### src/hw/rtl/ssmd_pkg.sv
// Shared types, constants and the font function of the seven-segment driver.
// Depends on nothing; used by every module of the block.
`timescale 1ns / 1ps

package ssmd_pkg;

   localparam int MAX_DIGITS = 8;
   localparam int QUEUE_DEPTH = 2;
   localparam int REQ_DATA_W = 24;
   localparam int RSP_DATA_W = 16;
   localparam int COUNT_W = 4;

   localparam logic [7:0] DOT_PATTERN = 8'h7F;
   localparam logic [7:0] DP_CLEAR = 8'h7F;
   localparam logic [3:0] DEFAULT_COUNT = 4'd4;

   typedef struct packed {
      logic       is_char;
      logic [7:0] font;
      logic       restart;
      logic [7:0] dot_mask;
   } item_type;

   localparam logic [7:0] GLYPHS [128] = '{
      8'hC0, 8'hF9, 8'hA4, 8'hB0, 8'h99, 8'h92, 8'h82, 8'hF8,
      8'h80, 8'h90, 8'h88, 8'h83, 8'hC6, 8'hA1, 8'h86, 8'h8E,
      8'hFF, 8'hFF, 8'hFF, 8'hFF, 8'hFF, 8'hFF, 8'hFF, 8'hFF,
      8'hFF, 8'hFF, 8'hFF, 8'hFF, 8'hFF, 8'hFF, 8'hFF, 8'hFF,
      8'hFF, 8'hFF, 8'hDD, 8'hFF, 8'hFF, 8'hFF, 8'hFF, 8'hDF,
      8'hC6, 8'hF0, 8'h9C, 8'hFF, 8'h7F, 8'hBF, 8'h7F, 8'hFF,
      8'hC0, 8'hF9, 8'hA4, 8'hB0, 8'h99, 8'h92, 8'h82, 8'hF8,
      8'h80, 8'h90, 8'hFF, 8'hFF, 8'hFF, 8'hB7, 8'hFF, 8'hAC,
      8'hFF, 8'h88, 8'h83, 8'hC6, 8'hA1, 8'h86, 8'h8E, 8'hC2,
      8'h89, 8'hCF, 8'hE1, 8'hFF, 8'hC7, 8'hC8, 8'hAB, 8'hC0,
      8'h8C, 8'hFF, 8'hAF, 8'h92, 8'h87, 8'hC1, 8'hFF, 8'hFF,
      8'hFF, 8'h91, 8'hFF, 8'hC6, 8'hFF, 8'hF0, 8'hFF, 8'hF7,
      8'hFF, 8'h88, 8'h83, 8'hA7, 8'hA1, 8'h86, 8'h8E, 8'hC2,
      8'h8B, 8'hEF, 8'hF1, 8'hFF, 8'hF9, 8'hFF, 8'hAB, 8'hA3,
      8'h8C, 8'hFF, 8'hAF, 8'h92, 8'h87, 8'hE3, 8'hFF, 8'hFF,
      8'hFF, 8'h91, 8'hFF, 8'hC6, 8'hF9, 8'hF0, 8'hBF, 8'hFF
   };

   // Upper half of the code space is the raw code with the low seven bits flipped.
   function automatic logic [7:0] font_lookup(input logic [7:0] code);
      logic [7:0] result;
      if (code[7]) begin
         result = code ^ 8'h7F;
      end else begin
         result = GLYPHS[code[6:0]];
      end
      return result;
   endfunction

endpackage

### src/hw/rtl/ssmd_front.sv
// Request decoder: unpacks a request and maps its code through the font.
// Depends on ssmd_pkg.
`timescale 1ns / 1ps

module ssmd_front (
   input  logic [ssmd_pkg::REQ_DATA_W-1:0] req_data,
   input  logic                            req_kind,
   output ssmd_pkg::item_type              item
);

   always_comb begin
      item.is_char  = req_kind;
      item.font     = ssmd_pkg::font_lookup(req_data[7:0]);
      item.restart  = req_data[8];
      item.dot_mask = req_data[16:9];
   end

endmodule

### src/hw/rtl/ssmd_queue.sv
// Short queue of decoded requests between the decoder and the display engine.
// Depends on ssmd_pkg.
`timescale 1ns / 1ps

module ssmd_queue (
   input  logic               clock,
   input  logic               reset,
   input  logic               push,
   input  ssmd_pkg::item_type push_item,
   output logic               full,
   input  logic               pop,
   output logic               not_empty,
   output ssmd_pkg::item_type head
);

   localparam int PTR_W = (ssmd_pkg::QUEUE_DEPTH > 1) ? $clog2(ssmd_pkg::QUEUE_DEPTH) : 1;
   localparam int CNT_W = $clog2(ssmd_pkg::QUEUE_DEPTH + 1);
   localparam logic [PTR_W-1:0] LAST = PTR_W'(ssmd_pkg::QUEUE_DEPTH - 1);

   ssmd_pkg::item_type storage [ssmd_pkg::QUEUE_DEPTH];
   logic [PTR_W-1:0] wr_ptr_ff, wr_ptr_in;
   logic [PTR_W-1:0] rd_ptr_ff, rd_ptr_in;
   logic [CNT_W-1:0] count_ff, count_in;

   assign full      = (count_ff == CNT_W'(ssmd_pkg::QUEUE_DEPTH));
   assign not_empty = (count_ff != '0);
   assign head      = storage[rd_ptr_ff];

   always_comb begin
      wr_ptr_in = wr_ptr_ff;
      rd_ptr_in = rd_ptr_ff;
      count_in  = count_ff;
      if (push) begin
         wr_ptr_in = (wr_ptr_ff == LAST) ? '0 : wr_ptr_ff + PTR_W'(1);
      end
      if (pop) begin
         rd_ptr_in = (rd_ptr_ff == LAST) ? '0 : rd_ptr_ff + PTR_W'(1);
      end
      if (push && !pop) begin
         count_in = count_ff + CNT_W'(1);
      end else if (pop && !push) begin
         count_in = count_ff - CNT_W'(1);
      end
   end

   always_ff @(posedge clock) begin
      if (reset) begin
         wr_ptr_ff <= '0;
         rd_ptr_ff <= '0;
         count_ff  <= '0;
      end else begin
         wr_ptr_ff <= wr_ptr_in;
         rd_ptr_ff <= rd_ptr_in;
         count_ff  <= count_in;
      end
   end

   always_ff @(posedge clock) begin
      if (push) begin
         storage[wr_ptr_ff] <= push_item;
      end
   end

endmodule

### src/hw/rtl/ssmd_back.sv
// Display engine: digit pattern store, write position, scan index and result register.
// Depends on ssmd_pkg.
`timescale 1ns / 1ps

module ssmd_back (
   input  logic                            clock,
   input  logic                            reset,
   input  logic                            item_valid,
   input  ssmd_pkg::item_type              item,
   output logic                            item_pop,
   input  logic                            csr_valid,
   output logic                            csr_ready,
   input  logic [ssmd_pkg::COUNT_W-1:0]    csr_data,
   output logic                            rsp_tvalid,
   input  logic                            rsp_tready,
   output logic [ssmd_pkg::RSP_DATA_W-1:0] rsp_tdata
);

   localparam int IDX_W = (ssmd_pkg::MAX_DIGITS > 1) ? $clog2(ssmd_pkg::MAX_DIGITS) : 1;
   localparam int CW = ssmd_pkg::COUNT_W;

   logic [7:0]     pattern_ff [ssmd_pkg::MAX_DIGITS];
   logic [ssmd_pkg::MAX_DIGITS-1:0] dot_flag_ff, dot_flag_in;
   logic [ssmd_pkg::MAX_DIGITS-1:0] ones_flag_ff, ones_flag_in;
   logic [CW-1:0]  count_ff;
   logic [CW-1:0]  wpos_ff, wpos_in;
   logic [IDX_W-1:0] scan_ff, scan_in;
   logic           rsp_valid_ff, rsp_valid_in;
   logic [ssmd_pkg::RSP_DATA_W-1:0] rsp_data_ff, rsp_data_in;

   logic [CW-1:0]  active;
   logic [CW-1:0]  pos;
   logic [IDX_W-1:0] prev;
   logic           out_free;
   logic           do_char, do_tick, in_range, merge;
   logic           wr_en;
   logic [IDX_W-1:0] wr_idx;
   logic [7:0]     wr_val;
   logic [7:0]     enables_n;
   logic [CW-1:0]  scan_next;

   assign csr_ready  = 1'b1;
   assign rsp_tvalid = rsp_valid_ff;
   assign rsp_tdata  = rsp_data_ff;

   assign out_free = !rsp_valid_ff || rsp_tready;
   assign item_pop = item_valid && (item.is_char || out_free);
   assign do_char  = item_pop && item.is_char;
   assign do_tick  = item_pop && !item.is_char;

   always_comb begin
      if (count_ff == '0) begin
         active = CW'(1);
      end else if (count_ff > CW'(ssmd_pkg::MAX_DIGITS)) begin
         active = CW'(ssmd_pkg::MAX_DIGITS);
      end else begin
         active = count_ff;
      end
   end

   always_comb begin
      pos      = item.restart ? '0 : wpos_ff;
      prev     = pos[IDX_W-1:0] - IDX_W'(1);
      in_range = (pos < active);
      merge    = in_range && (pos != '0) && (item.font == ssmd_pkg::DOT_PATTERN)
                 && !dot_flag_ff[prev];
      wr_en        = 1'b0;
      wr_idx       = pos[IDX_W-1:0];
      wr_val       = item.font;
      wpos_in      = wpos_ff;
      dot_flag_in  = dot_flag_ff;
      ones_flag_in = ones_flag_ff;
      if (do_char) begin
         if (merge) begin
            wr_en  = 1'b1;
            wr_idx = prev;
            wr_val = pattern_ff[prev] & ssmd_pkg::DP_CLEAR;
            dot_flag_in[prev]  = ones_flag_ff[prev];
            ones_flag_in[prev] = 1'b0;
         end else if (in_range) begin
            wr_en = 1'b1;
            if (item.dot_mask[pos[IDX_W-1:0]]) begin
               wr_val = item.font & ssmd_pkg::DP_CLEAR;
            end
            dot_flag_in[pos[IDX_W-1:0]]  = (wr_val == ssmd_pkg::DOT_PATTERN);
            ones_flag_in[pos[IDX_W-1:0]] = (wr_val == 8'hFF);
            wpos_in = pos + CW'(1);
         end
      end
   end

   always_comb begin
      for (int i = 0; i < 8; i++) begin
         enables_n[i] = !((IDX_W'(i) == scan_ff) && (i < ssmd_pkg::MAX_DIGITS))
                        || !(CW'(i) < active);
      end
      scan_next    = CW'(scan_ff) + CW'(1);
      scan_in      = scan_ff;
      rsp_valid_in = rsp_valid_ff;
      rsp_data_in  = rsp_data_ff;
      if (rsp_tready) begin
         rsp_valid_in = 1'b0;
      end
      if (do_tick) begin
         rsp_valid_in = 1'b1;
         rsp_data_in  = {pattern_ff[scan_ff], enables_n};
         scan_in      = (scan_next >= active) ? '0 : scan_next[IDX_W-1:0];
      end
   end

   always_ff @(posedge clock) begin
      if (reset) begin
         for (int i = 0; i < ssmd_pkg::MAX_DIGITS; i++) begin
            pattern_ff[i] <= '0;
         end
         dot_flag_ff  <= '0;
         ones_flag_ff <= '0;
         count_ff     <= ssmd_pkg::DEFAULT_COUNT;
         wpos_ff      <= '0;
         scan_ff      <= '0;
         rsp_valid_ff <= 1'b0;
      end else begin
         if (wr_en) begin
            pattern_ff[wr_idx] <= wr_val;
         end
         if (csr_valid) begin
            count_ff <= csr_data;
         end
         dot_flag_ff  <= dot_flag_in;
         ones_flag_ff <= ones_flag_in;
         wpos_ff      <= wpos_in;
         scan_ff      <= scan_in;
         rsp_valid_ff <= rsp_valid_in;
      end
   end

   always_ff @(posedge clock) begin
      rsp_data_ff <= rsp_data_in;
   end

endmodule

### src/hw/rtl/seven_segment_mux_driver_top.sv
// Seven-segment multiplexed display driver: one request per clock cycle when
// the result side keeps up. A character request is decoded through the font
// on entry and updates the digit store at the edge at which it leaves the
// two-entry queue; a scan tick loads the result register at the edge at which
// it leaves the queue, and its result is offered from that register.
// Only ticks wait on the result register, so requests are accepted every cycle
// until the queue fills behind an unread result. Depends on ssmd_pkg,
// ssmd_front, ssmd_queue and ssmd_back.
`timescale 1ns / 1ps

module seven_segment_mux_driver_top (
   input  logic                            clock,
   input  logic                            reset,
   input  logic                            req_tvalid,
   output logic                            req_tready,
   // char_code[7:0], restart[8], dot_mask[16:9], zero fill above.
   input  logic [ssmd_pkg::REQ_DATA_W-1:0] req_tdata,
   // func: 0 for a scan tick, 1 for a character write.
   input  logic                            req_tuser,
   input  logic                            csr_valid,
   output logic                            csr_ready,
   input  logic [ssmd_pkg::COUNT_W-1:0]    csr_data,
   output logic                            rsp_tvalid,
   input  logic                            rsp_tready,
   // digit_enables_n[7:0], segments_n[15:8].
   output logic [ssmd_pkg::RSP_DATA_W-1:0] rsp_tdata
);

   ssmd_pkg::item_type dec_item;
   ssmd_pkg::item_type head_item;
   logic q_full, q_not_empty, q_pop;

   assign req_tready = !q_full;

   ssmd_front u_front (
      .req_data (req_tdata),
      .req_kind (req_tuser),
      .item     (dec_item)
   );

   ssmd_queue u_queue (
      .clock     (clock),
      .reset     (reset),
      .push      (req_tvalid && !q_full),
      .push_item (dec_item),
      .full      (q_full),
      .pop       (q_pop),
      .not_empty (q_not_empty),
      .head      (head_item)
   );

   ssmd_back u_back (
      .clock      (clock),
      .reset      (reset),
      .item_valid (q_not_empty),
      .item       (head_item),
      .item_pop   (q_pop),
      .csr_valid  (csr_valid),
      .csr_ready  (csr_ready),
      .csr_data   (csr_data),
      .rsp_tvalid (rsp_tvalid),
      .rsp_tready (rsp_tready),
      .rsp_tdata  (rsp_tdata)
   );

endmodule

### config.mk
export PLATFORM = sky130hd
export DESIGN_NAME = seven_segment_mux_driver_top
export DESIGN_NICKNAME = d
export VERILOG_FILES = /design/src/hw/rtl/ssmd_pkg.sv /design/src/hw/rtl/ssmd_front.sv /design/src/hw/rtl/ssmd_queue.sv /design/src/hw/rtl/ssmd_back.sv /design/src/hw/rtl/seven_segment_mux_driver_top.sv
export SDC_FILE = /design/constraint.sdc
export NUM_CORES = 1
export LEC_CHECK = 0
export BUFFER_PORTS_ARGS = -buffer_cell sky130_fd_sc_hd__buf_2
export CORE_MARGIN = 2
export CORE_UTILIZATION = 40
export CTS_CLUSTER_SIZE = 28
export DETAILED_ROUTE_END_ITERATION = 16
export GPL_TIMING_DRIVEN = 0
export PLACE_DENSITY = 0.61
export SETUP_SLACK_MARGIN = 0.2
export SYNTH_ARGS = -nofsm -noshare
export SYNTH_HDL_FRONTEND = slang
export SYNTH_SLANG_ARGS = --single-unit
export TNS_END_PERCENT = 1
### constraint.sdc
create_clock -name clock -period 8.7 [get_ports clock]
set_clock_uncertainty 0.15 [all_clocks]
set_input_delay 0.87 -clock clock [delete_from_list [all_inputs] [get_ports clock]]
set_output_delay 0.87 -clock clock [all_outputs]
set_load 0.005 [all_outputs]
==> implementation parameters, run 1 <==
Parameter                              Value

Power
  Switching power as a share of total power ... about 33%
  Share of total power in the clock network ... 33.7%
  Switching pwr ... 783 µW
  Share of power burned in registers ... around 38%
  Share of power burned in combinational logic ... 28.5%
  Cell internal pwr ... 1600 µW
  Leakage power summed over all cells ... 0.00375 µW
  Power per standard cell area ... around 230 nW/µm²
  Peak supply drop ... 0.000136 V

Route
  Residual antenna-violating net count after detailed routing ... 0
  Via count normalized by instance count ... about 6.1
  Total wire length ... around 26,000 µm
  Number of detailed-routing iterations run before antenna repair ... 12
  First DRT Iteration DRCs ... 1,067
  DRC Markers ... 0
  Routed wire length per instance ... about 21 µm
  Via total after detailed routing ... ~7.7k

Floorplan
  Number of top-level pins ... 53
  Horiz. Die Dim ... 154 µm
  Initial cell density of the core ... about two fifths
  Core outline area ... between 20,000 and 25,000 µm²
  Row count ... 54
  Floorplan die area ... 23,600 µm²
  Die outline height ... 154 µm

Yosys
  Flip-flop cell with the highest count after synthesis ... sky130_fd_sc_hd__edfxtp_1
  Post-synth ARST share ... 0%
  Number of standard cells after synthesis ... 911
  Sequential area share after synthesis ... 46.3%
  Count of flip-flops with a built-in enable after synthesis ... approximately 120
  Cell type with the largest total area after synthesis ... sky130_fd_sc_hd__edfxtp_1
  Syn. warnings ... 0
  Synth Register Bits ... 149
  Biggest area contributors in the synthesized netlist ... sky130_fd_sc_hd__edfxtp_1 (39%), sky130_fd_sc_hd__dfxtp_1 (7.4%), sky130_fd_sc_hd__nor2_1 (5.0%)
  Cell area after technology mapping ... 8940 µm²
  Most frequent cell after synthesis ... sky130_fd_sc_hd__nor2_1
  Portion of synthesized cell area occupied by the leading cell type ... 38.9%
  Per-instance average area after synthesis ... 9.82 µm²
  Syn Nets ... 974
  Count of cell types in the netlist ... between 70 and 80
  Cell types with the highest counts after synthesis ... sky130_fd_sc_hd__nor2_1 (120), sky130_fd_sc_hd__edfxtp_1 (116), sky130_fd_sc_hd__nand2_1 (99), sky130_fd_sc_hd__clkbuf_1 (51), sky130_fd_sc_hd__a21oi_1 (49)

Timing
  Minimum clock period after layout ... 6.18 ns
  Worst-margin pin slew ... 0.958 ns
  Slew Viols, Final ... 0
  Tcrit/Tclk final ... 71.0%
  Fmax ... between 150 and 200 MHz
  Unrepaired setup endpoints after global routing ... false
  Worst rel slew slack ... between 30 and 40%
  Total count of hold-check failures in the final report ... 0
  Final setup viols ... 0
  Total negative slack for setup checks ... 0 ns

Clocking
  Count of H-tree levels built during CTS ... 4
  Inserted Clock Buffers ... 17
  Register clock-pin slew on the reported worst setup and hold paths ... around 0.06 ns
  Maximum clock insertion buffer count ... 2
  Clock latency reported for the late side of the worst-skew pair ... 0.44 ns
  Cell chosen for the clock root ... sky130_fd_sc_hd__clkbuf_16
  Hold Buf Count CTS ... 0
  Clock tree from TritonCTS ... done
  Number of setup buffers added after CTS ... 0
  Number of gates resized after cts ... 0
  Clock Sink Count ... 149

Critical path
  Biggest fanout along the worst timing path ... 10
  Critical Path Start Type ... flip-flop
  Crit path required time ... roughly 8.6 ns
  Endpoint kind of the worst setup timing path ... flip-flop
  Arrival time reported for the critical path endpoint ... 6.11 ns
  Category of the most critical setup path ... reg2reg

Layout
  NumNets Final ... 1,034
  Layout Area Growth over Synthesis ... 13.6%
  Antenna diodes ... 0
  Post-route insts no fill ... around 1.3k
  Final core utilization ... 46.4%
  Layout cell share with drive strength beyond 1 ... between 10 and 15%

GRT
  Sum of overflow across all layers after global routing ... 0
  Vias in the first global route ... roughly 7.3k
  Global-route wire length before repair ... 41,400 µm
  Gr usage total ... 22.4%
  Number of antenna violations at the first check in global routing ... 0
  Pin count of the biggest net entering global routing ... 19

Worst hold path
  Path category of the worst min-delay check ... reg2reg

Placed design
  Routability congestion estimate ... ~0.95
  Dpl hpwl ... 18,500 µm
  I/O Buffers ... 40
  Cell count after placement ... 1,232

Run
  Max-cap check violation count ... 0

Outcome
  Run status ... finished clean
[placed cells by master, fill, tap and decap left out, types with 6 or more instances in the layout]
cell type,instances
sky130_fd_sc_hd__nand4_1,7
sky130_fd_sc_hd__buf_1,6
sky130_fd_sc_hd__o21ai_1,10
sky130_fd_sc_hd__a211oi_1,12
sky130_fd_sc_hd__o21ai_0,38
sky130_fd_sc_hd__nor2_1,119
sky130_fd_sc_hd__a31oi_1,13
sky130_fd_sc_hd__nor3b_1,11
sky130_fd_sc_hd__o2111ai_1,6
sky130_fd_sc_hd__mux4_2,17
sky130_fd_sc_hd__o21bai_1,7
sky130_fd_sc_hd__buf_2,46
sky130_fd_sc_hd__a21oi_1,49
sky130_fd_sc_hd__nor3_1,29
sky130_fd_sc_hd__dfxtp_1,33
sky130_fd_sc_hd__inv_1,25
sky130_fd_sc_hd__clkbuf_16,17
sky130_fd_sc_hd__edfxtp_1,116
sky130_fd_sc_hd__o221ai_1,9
sky130_fd_sc_hd__mux2i_1,28
sky130_fd_sc_hd__clkbuf_1,51
sky130_fd_sc_hd__o22ai_1,7
sky130_fd_sc_hd__nor4_1,9
sky130_fd_sc_hd__nand2b_1,10
sky130_fd_sc_hd__nand2_1,99
sky130_fd_sc_hd__nor2b_1,8
sky130_fd_sc_hd__ha_1,29
sky130_fd_sc_hd__and3_1,13
sky130_fd_sc_hd__nand3_1,24
sky130_fd_sc_hd__nand2_2,6
sky130_fd_sc_hd__mux2_2,20
[state kept, by name, indices dropped and copies added, names as in the netlist, 2 cells and up, named ones only]
name and cells:
u_back.rsp_tdata 16, u_back.pattern_ff 64, u_back.count_ff 4, u_queue.storage 36, u_back.scan_ff 3, u_back.ones_flag_ff 8, u_back.dot_flag_ff 8, u_queue.count_ff 2
u_back.wpos_ff 4
[critical path, cell delays in order (launching register included)]
cell,delay (ns)
sky130_fd_sc_hd__dfxtp_1,0.51
sky130_fd_sc_hd__mux2_2,0.45
sky130_fd_sc_hd__nor2_1,0.49
sky130_fd_sc_hd__inv_2,0.24
sky130_fd_sc_hd__clkbuf_1,0.36
sky130_fd_sc_hd__clkbuf_1,0.42
sky130_fd_sc_hd__ha_1,0.39
sky130_fd_sc_hd__xor2_1,0.24
sky130_fd_sc_hd__buf_2,0.36
sky130_fd_sc_hd__mux2_2,0.39
sky130_fd_sc_hd__o221ai_1,0.21
sky130_fd_sc_hd__a211o_1,0.24
sky130_fd_sc_hd__nand4_1,0.16
sky130_fd_sc_hd__buf_2,0.28
sky130_fd_sc_hd__mux2i_2,0.27
sky130_fd_sc_hd__nand2_2,0.23
sky130_fd_sc_hd__nand2_1,0.44
[kinds of logic (layout without fill, tap and decap cells)]
group	after synthesis	in the layout	synth area share (%)
AO/OA/AOI/OAI	206	206	15.3
XOR/XNOR	7	7	0.685
AND/OR/NAND/NOR	356	356	18.6
buffers and inverters	93	166	4.07
multiplexers	70	70	10.9
adder cells (fa/ha/maj)	29	29	4.06
flip-flops	149	149	46.3
other	1	1	0.0419
[power groups by stage]
stage,logic [µW],clock network (µW),registers [µW]
finish,680,804,901
global route,737,838,909
detailed placement,669,0,915
global placement,665,0,914
CTS,673,815,901
floorplan,466,0,903
[layer usage]
| layer | wire length [µm] | vias up | GRT usage [%] |
|---|---|---|---|
| li1 | - | 3506 | - |
| met3 | 2170 | 71 | 3.75 |
| met5 | 0 | - | 0 |
| met4 | 828 | 0 | 8.04 |
| met1 | 10500 | 3666 | 29.6 |
| met2 | 12800 | 422 | 37.2 |
[area by class of cell]
cell class | count | area, µm²
Clock inverter | 13 | 194
Timing Repair Buffer | 41 | 215
Buffer | 65 | 259
Inverter | 28 | 105
Multi-Input combinational cell | 669 | 4440
Sequential cell | 149 | 4140
Fill cell | 2086 | 11700
Clock buffer | 19 | 453
Tap cell | 280 | 350
[metrics by stage]
stage               setup WS [ns]  power [µW]  cell area [µm²]  hold WS, ns
floorplan                    4.37        1370             8940        0.290
global placement             2.61        1580             9500        0.303
detailed placement           2.62        1580             9510        0.312
CTS                          2.60        2390            10200        0.323
global route                 2.35        2480            10200        0.330
finish                       2.52        2380            10200        0.327
[worst paths after layout]
check / endpoint / from / cells past startpoint / slack [ns]
max reg2reg: u_back.pattern_ff[4][6]$_SDFFCE_PN0P_ / flip-flop / 16 / 2.52
min: u_back.ones_flag_ff[4]$_SDFFE_PP0P_ / u_back.ones_flag_ff[4]$_SDFFE_PP0P_ / 2 / 0.33
min reg2reg: u_back.ones_flag_ff[4]$_SDFFE_PP0P_ / u_back.ones_flag_ff[4]$_SDFFE_PP0P_ / 2 / 0.33
max: u_back.pattern_ff[4][6]$_SDFFCE_PN0P_ / flip-flop / 16 / 2.52
No activity file was read; power rests on OpenSTA's default activity.
==> inputs of run 2 (changes only) <==
==> constraint.sdc (replaced) <==
create_clock -name clock -period 6.5 [get_ports clock]
set_clock_uncertainty 0.15 [all_clocks]
set_input_delay 0.65 -clock clock [delete_from_list [all_inputs] [get_ports clock]]
set_output_delay 0.65 -clock clock [all_outputs]
set_load 0.005 [all_outputs]
==> run 2 against run 1 <==
  * Cell area about the same
  * Combinational power is 34% higher
  * Critical path type unchanged
  * Register-to-register slack got worse by 2.0 ns
  * Global-route usage unchanged
  * Critical path depth unchanged
  * Count of clock-buffer cells in the layout stayed put
  * Largest power group unchanged
==> implementation parameters, run 2 (synthesis results as in run 1) <==
Parameter                              Value

Placed design
  Routability congestion estimate ... 0.951 (unchanged)
  Post-DP Area ... 9510 µm² (unchanged)
  Dpl hpwl ... 18,500 µm (unchanged)
  Cell count after placement ... 1,232 (unchanged)
  I/O Buffers ... 40 (unchanged)

Timing
  Hold slack ... 0.258 ns (-0.0687 ns)
  Worst-margin pin slew ... 0.959 ns (+0.00112 ns)
  Unrepaired setup endpoints after global routing ... false
  Tcrit/Tclk final ... 92.0% (+21 points)
  Total count of hold-check failures in the final report ... 0 (unchanged)
  Minimum clock period after layout ... 5.98 ns (-0.198 ns)
  Worst rel slew slack ... 35.6% (-0.075 points)
  Slew Viols, Final ... 0 (unchanged)
  Final setup viols ... 0 (unchanged)
  Total negative slack for setup checks ... 0 ns (unchanged)
  Fmax ... 167 MHz (+3.3%)

Route
  DRC Markers ... 0 (unchanged)
  Total wire length ... 26,400 µm (+0.22%)
  Routed wire length per instance ... 20.9 µm (+0.22%)
  Via count normalized by instance count ... 6.08 (+0.27%)
  First DRT Iteration DRCs ... 1,064 (-0.28%)
  Via total after detailed routing ... 7,686 (+0.27%)
  Number of detailed-routing iterations run before antenna repair ... 12 (unchanged)
  Residual antenna-violating net count after detailed routing ... 0 (unchanged)

Floorplan
  Horiz. Die Dim ... 154 µm (unchanged)
  Core outline area ... 21,900 µm² (unchanged)
  Number of top-level pins ... 53 (unchanged)
  Row count ... 54 (unchanged)
  Floorplan die area ... 23,600 µm² (unchanged)
  Initial cell density of the core ... 40.9% (unchanged)
  Die outline height ... 154 µm (unchanged)

Layout
  Post-route insts no fill ... 1,264 (unchanged)
  Post-route cell area ... 10,200 µm² (about the same)
  Flip-flop count of the largest register after layout ... 64 (unchanged)
  NumNets Final ... 1,034 (unchanged)
  Layout cell share with drive strength beyond 1 ... 14.7% (+0.10 points)
  Antenna diodes ... 0 (unchanged)
  Most common library cell in the layout ignoring fill and taps ... sky130_fd_sc_hd__nor2_1
  Top library cells by usage in the layout, fill and taps aside ... sky130_fd_sc_hd__nor2_1 (118), sky130_fd_sc_hd__edfxtp_1 (116), sky130_fd_sc_hd__nand2_1 (99)
  Layout Area Growth over Synthesis ... 13.6% (about the same)
  Register with the highest flop count ... u_back.pattern_ff

Run
  Max-cap check violation count ... 0 (unchanged)

Clocking
  Clock Sink Count ... 149 (unchanged)
  Clock tree from TritonCTS ... done
  Number of setup buffers added after CTS ... 0 (unchanged)
  Register clock-pin slew on the reported worst setup and hold paths ... 0.06 ns (about the same)
  Hold Buf Count CTS ... 0 (unchanged)
  Number of gates resized after cts ... 0 (unchanged)
  Maximum clock insertion buffer count ... 2 (unchanged)
  Inserted Clock Buffers ... 17 (unchanged)
  Clock latency reported for the late side of the worst-skew pair ... 0.43 ns (about the same)
  Count of H-tree levels built during CTS ... 4 (unchanged)
  Cell chosen for the clock root ... sky130_fd_sc_hd__clkbuf_16

Power
  Share of total power in the clock network ... 33.7% (about the same)
  Switching power as a share of total power ... 32.8% (about the same)
  Share of power burned in combinational logic ... 28.6% (about the same)
  Switching pwr ... 1050 µW (+34%)
  Cell internal pwr ... 2140 µW (+34%)
  Power per standard cell area ... 314 nW/µm² (+34%)
  Peak supply drop ... 0.000180 V (+32%)
  Share of power burned in registers ... 37.8% (about the same)
  Leakage power summed over all cells ... 0.00375 µW (about the same)
  Total design power ... 3190 µW (+34%)

Critical path
  Endpoint kind of the worst setup timing path ... flip-flop
  Category of the most critical setup path ... reg2reg
  Biggest fanout along the worst timing path ... 10 (unchanged)
  Arrival time reported for the critical path endpoint ... 5.91 ns (-0.20 ns)
  Crit path required time ... 6.43 ns (-2.20 ns)
  Crit-path slowest cell ... sky130_fd_sc_hd__clkbuf_1
  Largest stage delay on the critical path ... 0.61 ns (+0.10 ns)
  Critical Path Start Type ... flip-flop
  Cells along the critical path ... mux2_2 -> nor2_2 -> inv_2 -> clkbuf_1 -> clkbuf_1 -> ha_1 -> xor2_1 -> buf_2 -> mux2_2 -> o221ai_1 -> a211o_1 -> nand4_1 -> buf_2 -> mux2i_2 -> nand2_2 -> nand2_1
  WP buf/inv ... 5 (unchanged)
  Cell family contributing the most delay on the critical path ... buffers and inverters

GRT
  Gr usage total ... 22.4% (unchanged)
  Vias in the first global route ... 7,344 (unchanged)
  Global-route wire length before repair ... 41,400 µm (unchanged)
  Sum of overflow across all layers after global routing ... 0 (unchanged)
  Pin count of the biggest net entering global routing ... 19 (unchanged)
  Number of antenna violations at the first check in global routing ... 0 (unchanged)

Worst hold path
  Path category of the worst min-delay check ... in2reg

Outcome
  Run status ... finished clean
==> run 2: cell type report <==
cell class / count / area (µm²)
Buffer: 65 / 259
Clock buffer: 19 / 453
Clock inverter: 13 / 194
Fill cell: 2085 / 11700
Inverter: 28 / 105
Multi-Input combinational cell: 669 / 4440
Sequential cell: 149 / 4140
Tap cell: 280 / 350
Timing Repair Buffer: 41 / 215
==> run 2: final timing paths <==
path / slack, ns / from / cells past startpoint / endpoint
worst max-delay path: 0.52 / flip-flop / 16 / u_back.pattern_ff[6][7]$_SDFFCE_PN0P_
worst min-delay path: 0.26 / req_tdata[11] / 1 / u_queue.storage[0][2]$_DFFE_PP_
worst max register to register: 0.52 / flip-flop / 16 / u_back.pattern_ff[6][7]$_SDFFCE_PN0P_
worst min register to register: 0.33 / u_back.ones_flag_ff[4]$_SDFFE_PP0P_ / 2 / u_back.ones_flag_ff[4]$_SDFFE_PP0P_
==> run 2: per-stage QoR <==
stage | setup WS (ns) | utilization, %
after floorplan | 2.17 | -
after global placement | 0.411 | 43.4
after detailed placement | 0.417 | 43.5
after CTS | 0.398 | 46.4
after global routing | 0.383 | 46.4
final | 0.518 | 46.4
==> run 2: power groups by stage <==
stage / registers [µW] / logic (µW) / clock network [µW]
after floorplan: 1210 / 623 / 0
after global placement: 1220 / 890 / 0
after detailed placement: 1220 / 895 / 0
after CTS: 1210 / 901 / 1090
after global routing: 1220 / 988 / 1120
final: 1210 / 912 / 1080
==> run 2: worst register-to-register path, cell delays in order, from the launching register on <==
cell and delay (ns):
sky130_fd_sc_hd__dfxtp_1 0.50, sky130_fd_sc_hd__mux2_2 0.32, sky130_fd_sc_hd__nor2_2 0.12, sky130_fd_sc_hd__inv_2 0.19
sky130_fd_sc_hd__clkbuf_1 0.53, sky130_fd_sc_hd__clkbuf_1 0.61, sky130_fd_sc_hd__ha_1 0.37, sky130_fd_sc_hd__xor2_1 0.25
sky130_fd_sc_hd__buf_2 0.36, sky130_fd_sc_hd__mux2_2 0.39, sky130_fd_sc_hd__o221ai_1 0.21, sky130_fd_sc_hd__a211o_1 0.24
sky130_fd_sc_hd__nand4_1 0.15, sky130_fd_sc_hd__buf_2 0.28, sky130_fd_sc_hd__mux2i_2 0.31, sky130_fd_sc_hd__nand2_2 0.22
sky130_fd_sc_hd__nand2_1 0.41
==> run 2: layer usage <==
layer  vias up  global-route usage [%]  routed length (µm)
li1       3506                       -                   -
met1      3666                    29.6               10500
met2       447                    37.2               12900
met3        67                    3.75                2150
met4         0                    8.04                 819
met5         -                       0                   0
